===== config.mk =====
export PLATFORM = sky130hd
export DESIGN_NAME = mail_transmit_dot_stuffer
export DESIGN_NICKNAME = d
export VERILOG_FILES = /design/src/mts_pkg.sv /design/src/mts_front.sv /design/src/mts_queue.sv /design/src/mts_back.sv /design/src/mail_transmit_dot_stuffer.sv
export SDC_FILE = /design/constraint.sdc
export NUM_CORES = 1
export LEC_CHECK = 0
export CAP_MARGIN = 10
export CORE_ASPECT_RATIO = 1.5
export CORE_MARGIN = 2
export CORE_UTILIZATION = 55
export DETAILED_ROUTE_END_ITERATION = 6
export DONT_BUFFER_PORTS = 1
export PLACE_DENSITY = 0.72
export SYNTH_ARGS = -nofsm -noshare
export SYNTH_HDL_FRONTEND = slang
export SYNTH_SLANG_ARGS = --single-unit
export TNS_END_PERCENT = 10

===== constraint.sdc =====
create_clock -name aclk -period 7 [get_ports aclk]
set_input_delay 0.35 -clock aclk [delete_from_list [all_inputs] [get_ports aclk]]
set_output_delay 0.35 -clock aclk [all_outputs]
set_load 0.01 [all_outputs]

===== src/mts_pkg.sv =====
// Shared types and constants of the mail transmit dot stuffer.
// Used by the front, queue, back and top level modules; depends on nothing.
package mts_pkg;

    // Default widths of the byte and line counters.
    localparam int MTS_SIZE_BITS = 32;
    localparam int MTS_LINE_BITS = 16;

    // Widths of the configuration port.
    localparam int CFG_INDEX_BITS = 2;
    localparam int CFG_DATA_BITS  = 32;

    // Register indexes of the configuration port.
    localparam logic [CFG_INDEX_BITS-1:0] REG_XFER_MODE   = 2'd0;
    localparam logic [CFG_INDEX_BITS-1:0] REG_TOP_LINES   = 2'd1;
    localparam logic [CFG_INDEX_BITS-1:0] REG_MSG_SIZE    = 2'd2;
    localparam logic [CFG_INDEX_BITS-1:0] REG_NO_FINAL_LF = 2'd3;

    // Request type codes.
    localparam logic [1:0] REQ_START  = 2'd0;
    localparam logic [1:0] REQ_DATA   = 2'd1;
    localparam logic [1:0] REQ_FINISH = 2'd2;

    // Characters of the transmit stream.
    localparam logic [7:0] CH_DOT = 8'h2E;
    localparam logic [7:0] CH_LF  = 8'h0A;
    localparam logic [7:0] CH_CR  = 8'h0D;

    // Output slots of one request, sent in ascending order.
    localparam int unsigned SLOT_ABORT = 0;
    localparam int unsigned SLOT_DOT   = 1;
    localparam int unsigned SLOT_BYTE  = 2;
    localparam int unsigned SLOT_CR_A  = 3;
    localparam int unsigned SLOT_LF_A  = 4;
    localparam int unsigned SLOT_CR_B  = 5;
    localparam int unsigned SLOT_LF_B  = 6;
    localparam int unsigned SLOT_TDOT  = 7;
    localparam int unsigned SLOT_TCR   = 8;
    localparam int unsigned SLOT_TLF   = 9;
    localparam int unsigned SLOT_COUNT = 10;

    // Depth of the command queue; a power of two.
    localparam int QUEUE_DEPTH = 4;
    localparam int QUEUE_AW    = $clog2(QUEUE_DEPTH);

    typedef logic [SLOT_COUNT-1:0] slot_mask_t;

    // One classified request: which slots to send and the data byte.
    typedef struct packed {
        slot_mask_t  mask;
        logic [7:0]  data;
    } mts_cmd_t;

    // Write side of the command queue.
    typedef struct packed {
        logic      push;
        mts_cmd_t  cmd;
    } mts_push_t;

    // Read side of the command queue.
    typedef struct packed {
        logic      valid;
        mts_cmd_t  cmd;
    } mts_head_t;

    // Transfer phase.
    typedef enum logic [3:0] {
        PH_IDLE   = 4'b0001,
        PH_WHOLE  = 4'b0010,
        PH_HEADER = 4'b0100,
        PH_BODY   = 4'b1000
    } phase_t;

endpackage


===== src/mts_front.sv =====
// Front part: configuration registers, transfer state and request classification.
// Turns each accepted request into a slot mask for the queue; uses mts_pkg.
module mts_front #(
    parameter int SIZE_BITS = mts_pkg::MTS_SIZE_BITS,
    parameter int LINE_BITS = mts_pkg::MTS_LINE_BITS
) (
    input  logic                                aclk,
    input  logic                                aresetn,
    input  logic                                cfg_we,
    input  logic [mts_pkg::CFG_INDEX_BITS-1:0]  cfg_index,
    input  logic [mts_pkg::CFG_DATA_BITS-1:0]   cfg_wdata,
    input  logic                                accept,
    input  logic [1:0]                          req_type,
    input  logic [7:0]                          data_byte,
    output mts_pkg::mts_push_t                  push
);
    import mts_pkg::*;

    localparam logic [SIZE_BITS-1:0] SIZE_ONE = SIZE_BITS'(1);
    localparam logic [LINE_BITS-1:0] LINE_ONE = LINE_BITS'(1);

    logic        xfer_mode_reg;
    logic [15:0] top_lines_reg;
    logic [31:0] msg_size_reg;
    logic        no_final_lf_reg;

    logic                 at_line_start_reg, at_line_start_next;
    phase_t               phase_reg, phase_next;
    logic [SIZE_BITS-1:0] bytes_left_reg, bytes_left_next;
    logic [LINE_BITS-1:0] lines_left_reg, lines_left_next;
    logic                 aborted_reg, aborted_next;

    logic [63:0]          size_wide;
    logic [31:0]          lines_wide;
    logic [SIZE_BITS-1:0] size_load;
    logic [LINE_BITS-1:0] lines_load;
    slot_mask_t           mask;
    slot_mask_t           stuff_mask;
    logic                 stuff_line_start;

    // Configuration registers; the user must write them only while the block is idle, which the block does not enforce.
    always_ff @(posedge aclk) begin
        if (!aresetn) begin
            xfer_mode_reg   <= 1'b0;
            top_lines_reg   <= 16'd0;
            msg_size_reg    <= 32'd0;
            no_final_lf_reg <= 1'b0;
        end else if (cfg_we) begin
            case (cfg_index)
                REG_XFER_MODE:   xfer_mode_reg   <= cfg_wdata[0];
                REG_TOP_LINES:   top_lines_reg   <= cfg_wdata[15:0];
                REG_MSG_SIZE:    msg_size_reg    <= cfg_wdata;
                REG_NO_FINAL_LF: no_final_lf_reg <= cfg_wdata[0];
                default: ;
            endcase
        end
    end

    // Start values of the counters, fitted to their widths; the size drops by one without final LF.
    always_comb begin
        size_wide  = {32'd0, msg_size_reg};
        lines_wide = {16'd0, top_lines_reg};
        size_load  = size_wide[SIZE_BITS-1:0];
        lines_load = lines_wide[LINE_BITS-1:0];
        if (no_final_lf_reg && (size_load != '0)) begin
            size_load = size_load - SIZE_ONE;
        end
    end

    // Dot stuffing and LF expansion of the incoming byte.
    always_comb begin
        stuff_mask       = '0;
        stuff_line_start = 1'b0;
        if (at_line_start_reg && (data_byte == CH_DOT)) begin
            stuff_mask[SLOT_DOT] = 1'b1;
        end
        if (data_byte == CH_LF) begin
            stuff_mask[SLOT_CR_A] = 1'b1;
            stuff_mask[SLOT_LF_A] = 1'b1;
            stuff_line_start      = 1'b1;
        end else begin
            stuff_mask[SLOT_BYTE] = 1'b1;
        end
    end

    // Transfer state update and classification of one request.
    always_comb begin
        at_line_start_next = at_line_start_reg;
        phase_next         = phase_reg;
        bytes_left_next    = bytes_left_reg;
        lines_left_next    = lines_left_reg;
        aborted_next       = aborted_reg;
        mask               = '0;
        case (req_type)
            REQ_START: begin
                bytes_left_next    = size_load;
                lines_left_next    = lines_load;
                at_line_start_next = 1'b1;
                aborted_next       = 1'b0;
                phase_next         = xfer_mode_reg ? PH_HEADER : PH_WHOLE;
            end
            REQ_DATA: begin
                if (!aborted_reg) begin
                    case (phase_reg)
                        PH_WHOLE: begin
                            if (bytes_left_reg == '0) begin
                                aborted_next     = 1'b1;
                                mask[SLOT_ABORT] = 1'b1;
                            end else begin
                                bytes_left_next    = bytes_left_reg - SIZE_ONE;
                                mask               = stuff_mask;
                                at_line_start_next = stuff_line_start;
                            end
                        end
                        PH_HEADER: begin
                            if (bytes_left_reg != '0) begin
                                bytes_left_next = bytes_left_reg - SIZE_ONE;
                                if (at_line_start_reg && (data_byte == CH_LF)) begin
                                    // The blank line ends the header.
                                    phase_next      = PH_BODY;
                                    mask[SLOT_CR_A] = 1'b1;
                                    mask[SLOT_LF_A] = 1'b1;
                                end else begin
                                    mask               = stuff_mask;
                                    at_line_start_next = stuff_line_start;
                                end
                            end
                        end
                        PH_BODY: begin
                            if ((bytes_left_reg != '0) && (lines_left_reg != '0)) begin
                                bytes_left_next = bytes_left_reg - SIZE_ONE;
                                if (data_byte == CH_LF) begin
                                    lines_left_next = lines_left_reg - LINE_ONE;
                                end
                                mask               = stuff_mask;
                                at_line_start_next = stuff_line_start;
                            end
                        end
                        default: ;
                    endcase
                end
            end
            REQ_FINISH: begin
                phase_next = PH_IDLE;
                if (!aborted_reg && (phase_reg != PH_IDLE)) begin
                    if ((phase_reg == PH_WHOLE) && (bytes_left_reg != '0)) begin
                        // Too few bytes arrived.
                        aborted_next     = 1'b1;
                        mask[SLOT_ABORT] = 1'b1;
                    end else begin
                        if (phase_reg == PH_WHOLE) begin
                            mask[SLOT_CR_A] = no_final_lf_reg;
                            mask[SLOT_LF_A] = no_final_lf_reg;
                        end else begin
                            if (phase_reg == PH_HEADER) begin
                                mask[SLOT_CR_A] = 1'b1;
                                mask[SLOT_LF_A] = 1'b1;
                            end
                            if ((bytes_left_reg == '0) && no_final_lf_reg) begin
                                mask[SLOT_CR_B] = 1'b1;
                                mask[SLOT_LF_B] = 1'b1;
                            end
                        end
                        mask[SLOT_TDOT] = 1'b1;
                        mask[SLOT_TCR]  = 1'b1;
                        mask[SLOT_TLF]  = 1'b1;
                    end
                end
            end
            default: ;
        endcase
    end

    // Transfer state registers.
    always_ff @(posedge aclk) begin
        if (!aresetn) begin
            at_line_start_reg <= 1'b1;
            phase_reg         <= PH_IDLE;
            bytes_left_reg    <= '0;
            lines_left_reg    <= '0;
            aborted_reg       <= 1'b0;
        end else if (accept) begin
            at_line_start_reg <= at_line_start_next;
            phase_reg         <= phase_next;
            bytes_left_reg    <= bytes_left_next;
            lines_left_reg    <= lines_left_next;
            aborted_reg       <= aborted_next;
        end
    end

    // Only requests that send something enter the queue.
    assign push.push     = accept && (mask != '0);
    assign push.cmd.mask = mask;
    assign push.cmd.data = data_byte;

endmodule


===== src/mts_queue.sv =====
// Short command queue between the front and back parts.
// Register array with read and write pointers; uses mts_pkg.
module mts_queue (
    input  logic                aclk,
    input  logic                aresetn,
    input  mts_pkg::mts_push_t  push,
    input  logic                pop,
    output mts_pkg::mts_head_t  head,
    output logic                full
);
    import mts_pkg::*;

    mts_cmd_t              entry_reg [QUEUE_DEPTH];
    logic [QUEUE_AW-1:0]   wr_ptr_reg;
    logic [QUEUE_AW-1:0]   rd_ptr_reg;
    logic [QUEUE_AW:0]     count_reg;
    logic                  do_pop;

    assign full       = (count_reg == (QUEUE_AW + 1)'(QUEUE_DEPTH));
    assign head.valid = (count_reg != '0);
    assign head.cmd   = entry_reg[rd_ptr_reg];
    assign do_pop     = pop && head.valid;

    // Entry storage.
    always_ff @(posedge aclk) begin
        if (push.push) begin
            entry_reg[wr_ptr_reg] <= push.cmd;
        end
    end

    // Pointers and fill count.
    always_ff @(posedge aclk) begin
        if (!aresetn) begin
            wr_ptr_reg <= '0;
            rd_ptr_reg <= '0;
            count_reg  <= '0;
        end else begin
            if (push.push) begin
                wr_ptr_reg <= wr_ptr_reg + QUEUE_AW'(1);
            end
            if (do_pop) begin
                rd_ptr_reg <= rd_ptr_reg + QUEUE_AW'(1);
            end
            if (push.push && !do_pop) begin
                count_reg <= count_reg + (QUEUE_AW + 1)'(1);
            end else if (do_pop && !push.push) begin
                count_reg <= count_reg - (QUEUE_AW + 1)'(1);
            end
        end
    end

endmodule


===== src/mts_back.sv =====
// Back part: walks the slot mask of each command and sends one byte a cycle while m_ready allows.
// Holds the current command and the output register; uses mts_pkg.
module mts_back (
    input  logic                aclk,
    input  logic                aresetn,
    input  mts_pkg::mts_head_t  head,
    output logic                pop,
    output logic                m_valid,
    input  logic                m_ready,
    output logic [7:0]          m_out_byte,
    output logic                m_status,
    output logic                m_last
);
    import mts_pkg::*;

    slot_mask_t  cur_mask_reg, cur_mask_next;
    logic [7:0]  cur_data_reg;
    logic        m_valid_reg;
    logic [7:0]  out_byte_reg;
    logic        status_reg;
    logic        last_reg;

    slot_mask_t  sel;
    slot_mask_t  rest;
    logic [7:0]  sel_byte;
    logic        out_free;
    logic        emit;
    logic        cur_done;

    // Byte that each slot sends.
    function automatic logic [7:0] slot_byte(input int unsigned slot, input logic [7:0] data);
        logic [7:0] value;
        case (slot)
            SLOT_ABORT: value = 8'h00;
            SLOT_DOT:   value = CH_DOT;
            SLOT_BYTE:  value = data;
            SLOT_CR_A:  value = CH_CR;
            SLOT_LF_A:  value = CH_LF;
            SLOT_CR_B:  value = CH_CR;
            SLOT_LF_B:  value = CH_LF;
            SLOT_TDOT:  value = CH_DOT;
            SLOT_TCR:   value = CH_CR;
            SLOT_TLF:   value = CH_LF;
            default:    value = 8'h00;
        endcase
        return value;
    endfunction

    // Lowest pending slot and the byte it sends.
    always_comb begin
        sel      = cur_mask_reg & (~cur_mask_reg + SLOT_COUNT'(1));
        rest     = cur_mask_reg & ~sel;
        sel_byte = 8'h00;
        for (int i = 0; i < SLOT_COUNT; i++) begin
            if (sel[i]) begin
                sel_byte = sel_byte | slot_byte(i, cur_data_reg);
            end
        end
    end

    // Handshake between current command, queue and output register.
    assign out_free = !m_valid_reg || m_ready;
    assign emit     = out_free && (cur_mask_reg != '0);
    assign cur_done = (cur_mask_reg == '0) || (emit && (rest == '0));
    assign pop      = cur_done && head.valid;

    always_comb begin
        cur_mask_next = cur_mask_reg;
        if (pop) begin
            cur_mask_next = head.cmd.mask;
        end else if (emit) begin
            cur_mask_next = rest;
        end
    end

    // Current command.
    always_ff @(posedge aclk) begin
        if (!aresetn) begin
            cur_mask_reg <= '0;
        end else begin
            cur_mask_reg <= cur_mask_next;
        end
    end

    always_ff @(posedge aclk) begin
        if (pop) begin
            cur_data_reg <= head.cmd.data;
        end
    end

    // Output register.
    always_ff @(posedge aclk) begin
        if (!aresetn) begin
            m_valid_reg <= 1'b0;
        end else if (emit) begin
            m_valid_reg <= 1'b1;
        end else if (m_ready) begin
            m_valid_reg <= 1'b0;
        end
    end

    always_ff @(posedge aclk) begin
        if (emit) begin
            out_byte_reg <= sel_byte;
            status_reg   <= sel[SLOT_ABORT];
            last_reg     <= (rest == '0);
        end
    end

    assign m_valid    = m_valid_reg;
    assign m_out_byte = out_byte_reg;
    assign m_status   = status_reg;
    assign m_last     = last_reg;

endmodule


===== src/mail_transmit_dot_stuffer.sv =====
// Top level of the mail transmit dot stuffer: front, command queue and back.
// Depends on mts_pkg, mts_front, mts_queue and mts_back.
//
//  Channel   Ports                                   Direction  Transfer
//  request   s_valid s_ready s_req_type s_data_byte  in         valid/ready
//  result    m_valid m_ready m_out_byte m_status     out        valid/ready
//            m_last
//  config    cfg_we cfg_index cfg_wdata              in         write enable
//
// The front takes one request a cycle while the four-entry queue has room.
// The back sends one byte a cycle while m_ready allows, and a queued request
// causes one to seven bytes; a data byte that expands stalls the front only once
// the queue fills. A result passes the queue entry and the output register.
// Reset is synchronous and clears control state only; no clearing pass.
module mail_transmit_dot_stuffer #(
    parameter int SIZE_BITS = mts_pkg::MTS_SIZE_BITS,
    parameter int LINE_BITS = mts_pkg::MTS_LINE_BITS
) (
    input  logic                                aclk,
    input  logic                                aresetn,
    input  logic                                cfg_we,
    input  logic [mts_pkg::CFG_INDEX_BITS-1:0]  cfg_index,
    input  logic [mts_pkg::CFG_DATA_BITS-1:0]   cfg_wdata,
    input  logic                                s_valid,
    output logic                                s_ready,
    input  logic [1:0]                          s_req_type,
    input  logic [7:0]                          s_data_byte,
    output logic                                m_valid,
    input  logic                                m_ready,
    output logic [7:0]                          m_out_byte,
    output logic                                m_status,
    output logic                                m_last
);
    import mts_pkg::*;

    mts_push_t  push;
    mts_head_t  head;
    logic       q_full;
    logic       q_pop;
    logic       accept;

    assign s_ready = !q_full;
    assign accept  = s_valid && s_ready;

    // Front: state and classification.
    mts_front #(
        .SIZE_BITS(SIZE_BITS),
        .LINE_BITS(LINE_BITS)
    ) u_front (
        .aclk      (aclk),
        .aresetn   (aresetn),
        .cfg_we    (cfg_we),
        .cfg_index (cfg_index),
        .cfg_wdata (cfg_wdata),
        .accept    (accept),
        .req_type  (s_req_type),
        .data_byte (s_data_byte),
        .push      (push)
    );

    // Command queue.
    mts_queue u_queue (
        .aclk    (aclk),
        .aresetn (aresetn),
        .push    (push),
        .pop     (q_pop),
        .head    (head),
        .full    (q_full)
    );

    // Back: byte sequencing and output register.
    mts_back u_back (
        .aclk       (aclk),
        .aresetn    (aresetn),
        .head       (head),
        .pop        (q_pop),
        .m_valid    (m_valid),
        .m_ready    (m_ready),
        .m_out_byte (m_out_byte),
        .m_status   (m_status),
        .m_last     (m_last)
    );

`ifndef SYNTH
    // An abort result is always the only and final result of its request.
    assert property (@(posedge aclk) disable iff (!aresetn)
        (m_valid && m_status) |-> m_last)
        else $error("abort result without last");

    // An abort result carries a zero byte.
    assert property (@(posedge aclk) disable iff (!aresetn)
        (m_valid && m_status) |-> (m_out_byte == 8'h00))
        else $error("abort result with nonzero byte");

    // The front never writes into a full queue.
    assert property (@(posedge aclk) disable iff (!aresetn)
        q_full |-> !push.push)
        else $error("push into full queue");
`endif

endmodule


==> flow_metrics.env <==
export IMPL_status="finished, violations left"
export IMPL_failed_checks="DRC"
export IMPL_wire_length_of_the_first_global_routing_pass_mm=38.9
export IMPL_critical_path_max_fanout=7
export IMPL_synth_top_area_share_pct=25.3
export IMPL_totalPowerFinal_uw=3280
export IMPL_synth_avg_cell_area_um2=9.26
export IMPL_min_path_type="in2reg"
export IMPL_place_worst_setup_slack_ns=2.91
export IMPL_cts_hold_repair_buffers=9
export IMPL_place_hpwl_mm=17.0
export IMPL_grtUsageTotal_pct=25.9
export IMPL_cts_tree="yes"
export IMPL_total_die_area_um2=19000
export IMPL_seq_area_frac_synth_pct=47.9
export IMPL_initial_core_util_pct=56.4
export IMPL_cts_repair_resize_count=0
export IMPL_worstRegToRegCells=13
export IMPL_grt_antenna_before_repair=0
export IMPL_ctsHtreeMaxLevel=4
export IMPL_cts_clk_slew_worst_paths_ns=0.08
export IMPL_final_cell_area_um2=10700
export IMPL_grt_max_degree=89
export IMPL_final_hold_violation_count=0
export IMPL_vias_per_cell=6.35
export IMPL_tightestPinTransition_ns=1.07
export IMPL_ys_async_sr_fraction_pct=0
export IMPL_wirelength_met1_mm=9.50
export IMPL_via_count=8052
export IMPL_coreArea_um2=17400
export IMPL_postSynthRegisterBits=198
export IMPL_num_io_pins=61
export IMPL_synth_edff_count=74
export IMPL_routed_wl_mm=24.2
export IMPL_grt_overflow_total=0
export IMPL_drive_gt1_share_pct=7.48
export IMPL_fin_skew_ns=0.0126
export IMPL_met2RoutedLength_mm=13.0
export IMPL_grt_setup_unrepaired="no"
export IMPL_achievable_frequency_mhz=252
export IMPL_worst_slack_ns=3.03
export IMPL_root_driver="sky130_fd_sc_hd__clkbuf_16"
export IMPL_syn_num_nets=1125
export IMPL_route_antenna_remaining_nets=0
export IMPL_dpl_instance_area_um2=9950
export IMPL_synthCells=1062
export IMPL_drt_wirelength_per_cell_um=19.1
export IMPL_setup_viol_count_final=0
export IMPL_timing_final_crit_share_pct=56.8
export IMPL_reg2reg_slack_ns=3.03
export IMPL_ys_dominant_reg_cell="sky130_fd_sc_hd__dfxtp_1"
export IMPL_dr_first_iter_drc_count=488
export IMPL_clkSinkCount=198
export IMPL_ir_worst_vdd_uv=144
export IMPL_worst_endpoint_arrival_ns=4.35
export IMPL_synth_area_leader_cell="sky130_fd_sc_hd__dfxtp_1"
export IMPL_insertion_delay_ns=0.45
export IMPL_grt_pass1_vias=7640
export IMPL_largest_register_ffs=56
export IMPL_required_ns=7.38
export IMPL_worstSetupPathType="reg2reg"
export IMPL_io_buf_count=0
export IMPL_total_leakage_power_uw=0.00376
export IMPL_final_min_clock_period_ns=3.97
export IMPL_die_w_um=113
export IMPL_fillCellCount=1512
export IMPL_postCtsSetupRepairBufs=0
export IMPL_maxCapViolCount=0
export IMPL_cts_buffers=17
export IMPL_route_top_layer_used="met4"
export IMPL_synth_area_top_cells="sky130_fd_sc_hd__dfxtp_1 25%, sky130_fd_sc_hd__edfxtp_1 23%, sky130_fd_sc_hd__nand2_1 6.5%"
export IMPL_dominant_cell_by_count_in_the_synthesized_netlist="sky130_fd_sc_hd__nand2_1"
export IMPL_clockBufferDepth=2
export IMPL_insertedDiodeCount=0
export IMPL_worstSetupEndpointType="register"
export IMPL_pwr_density_cell_nw_per_um2=306
export IMPL_yosys_cell_types_count=78
export IMPL_hold_path_cell_count=2
export IMPL_final_max_slew_violation_count=0
export IMPL_cp_startpoint_kind="register"
export IMPL_rows=59
export IMPL_yosysWarnings=0
export IMPL_wl_met3_mm=1.13
export IMPL_dr_pass1_iters=7
export IMPL_globalplace_congestion=0.886
export IMPL_max_slew_headroom_pct=28.5
export IMPL_chipHeight_um=168
export IMPL_setup_tns_ns=0
export IMPL_syn_to_final_growth_pct=8.74
export IMPL_nets=1106
export IMPL_drc_errors=3
export IMPL_synth_top_cells_by_count="170 x sky130_fd_sc_hd__nand2_1, 124 x sky130_fd_sc_hd__dfxtp_1, 99 x sky130_fd_sc_hd__a21oi_1, 75 x sky130_fd_sc_hd__nor2_1, 74 x sky130_fd_sc_hd__edfxtp_1"
export IMPL_synthesis_area_um2=9830
[cells by family (layout without fill, tap and decap cells)]
kind of cell / count (synthesis) / after routing / synth area share, %
XOR/XNOR: 33 / 33 / 2.94
multiplexers: 29 / 29 / 4.75
AO/OA/AOI/OAI: 266 / 266 / 17.0
flip-flops: 198 / 198 / 47.9
buffers and inverters: 81 / 75 / 3.16
AND/OR/NAND/NOR: 438 / 438 / 22.1
adder cells (fa/ha/maj): 17 / 17 / 2.16
[layer usage]
| layer | up-vias | GRT usage, % |
|---|---|---|
| li1 | 3918 | - |
| met1 | 3854 | 29.1 |
| met2 | 238 | 48.1 |
| met3 | 42 | 4.67 |
| met4 | 0 | 9.38 |
| met5 | - | 0 |
[worst paths after layout]
check                                         start                                 end
max          u_front.bytes_left_reg[0]$_SDFFE_PN0P_   u_queue.count_reg[2]$_SDFFE_PN0P_
min                                    cfg_wdata[3]  u_front.lines_load[3]$_SDFFE_PN0P_
max reg2reg  u_front.bytes_left_reg[0]$_SDFFE_PN0P_   u_queue.count_reg[2]$_SDFFE_PN0P_
min reg2reg      u_front.lines_load[1]$_SDFFE_PN0P_  u_front.lines_load[1]$_SDFFE_PN0P_
[layout by cell type (no fill, tap or decap), types with 14 or more instances in the layout]
cell type                   Yosys  routed
sky130_fd_sc_hd__nor2_1        75      73
sky130_fd_sc_hd__inv_1         22      22
sky130_fd_sc_hd__xor2_1        15      15
sky130_fd_sc_hd__nor3_1        35      35
sky130_fd_sc_hd__nor4_1        22      22
sky130_fd_sc_hd__a22oi_1       14      14
sky130_fd_sc_hd__clkbuf_16      0      17
sky130_fd_sc_hd__nand3_1       22      22
sky130_fd_sc_hd__mux4_2        14      14
sky130_fd_sc_hd__a31oi_1       16      16
sky130_fd_sc_hd__a21oi_1       99      99
sky130_fd_sc_hd__xnor2_1       18      18
sky130_fd_sc_hd__nand2_1      170     170
sky130_fd_sc_hd__edfxtp_1      74      74
sky130_fd_sc_hd__mux2i_1       14      14
sky130_fd_sc_hd__dfxtp_1      124     124
sky130_fd_sc_hd__or3_1         17      17
sky130_fd_sc_hd__nand4_1       15      15
sky130_fd_sc_hd__o21ai_0       40      40
[stage by stage]
| step | hold slack [ns] | cells | util (%) |
|---|---|---|---|
| 2_1_floorplan | 0.436 | 1062 | - |
| 3_3_place_gp | 0.422 | 1227 | 57.1 |
| 3_5_place_dp | 0.425 | 1227 | 57.1 |
| 4_1_cts | 0.0151 | 1268 | 61.3 |
| 5_1_grt | 0.0145 | 1269 | 61.4 |
| 6_report | 0.0247 | 1269 | 61.4 |
[power by group]
part	internal, µW	switching [µW]
clock network	549	479
logic	304	466
registers	1350	129
total	2200	1070
[critical path, cell delays in order, from the launching register on]
cell	delay (ns)
sky130_fd_sc_hd__dfxtp_1	0.36
sky130_fd_sc_hd__inv_1	0.10
sky130_fd_sc_hd__ha_1	0.24
sky130_fd_sc_hd__or4b_2	0.62
sky130_fd_sc_hd__nor2_1	0.20
sky130_fd_sc_hd__nand4_1	0.24
sky130_fd_sc_hd__o31ai_1	0.55
sky130_fd_sc_hd__o31a_1	0.29
sky130_fd_sc_hd__ha_1	0.21
sky130_fd_sc_hd__inv_1	0.07
sky130_fd_sc_hd__fa_1	0.43
sky130_fd_sc_hd__xor2_1	0.16
sky130_fd_sc_hd__or3_1	0.30
sky130_fd_sc_hd__a21oi_1	0.14
[area by class of cell]
| class | instances | area, µm² | share of cell area (%) |
|---|---|---|---|
| clock buffer | 17 | 425 | 3.98 |
| sequential | 198 | 4700 | 44.0 |
| multi-input combinational | 783 | 4820 | 45.1 |
| inverter | 23 | 86.3 | 0.808 |
| tap | 213 | 267 | 2.49 |
| timing repair buffer | 20 | 176 | 1.65 |
| clock inverter | 15 | 210 | 1.97 |
Note: power is estimated with default switching activity, not from simulation.
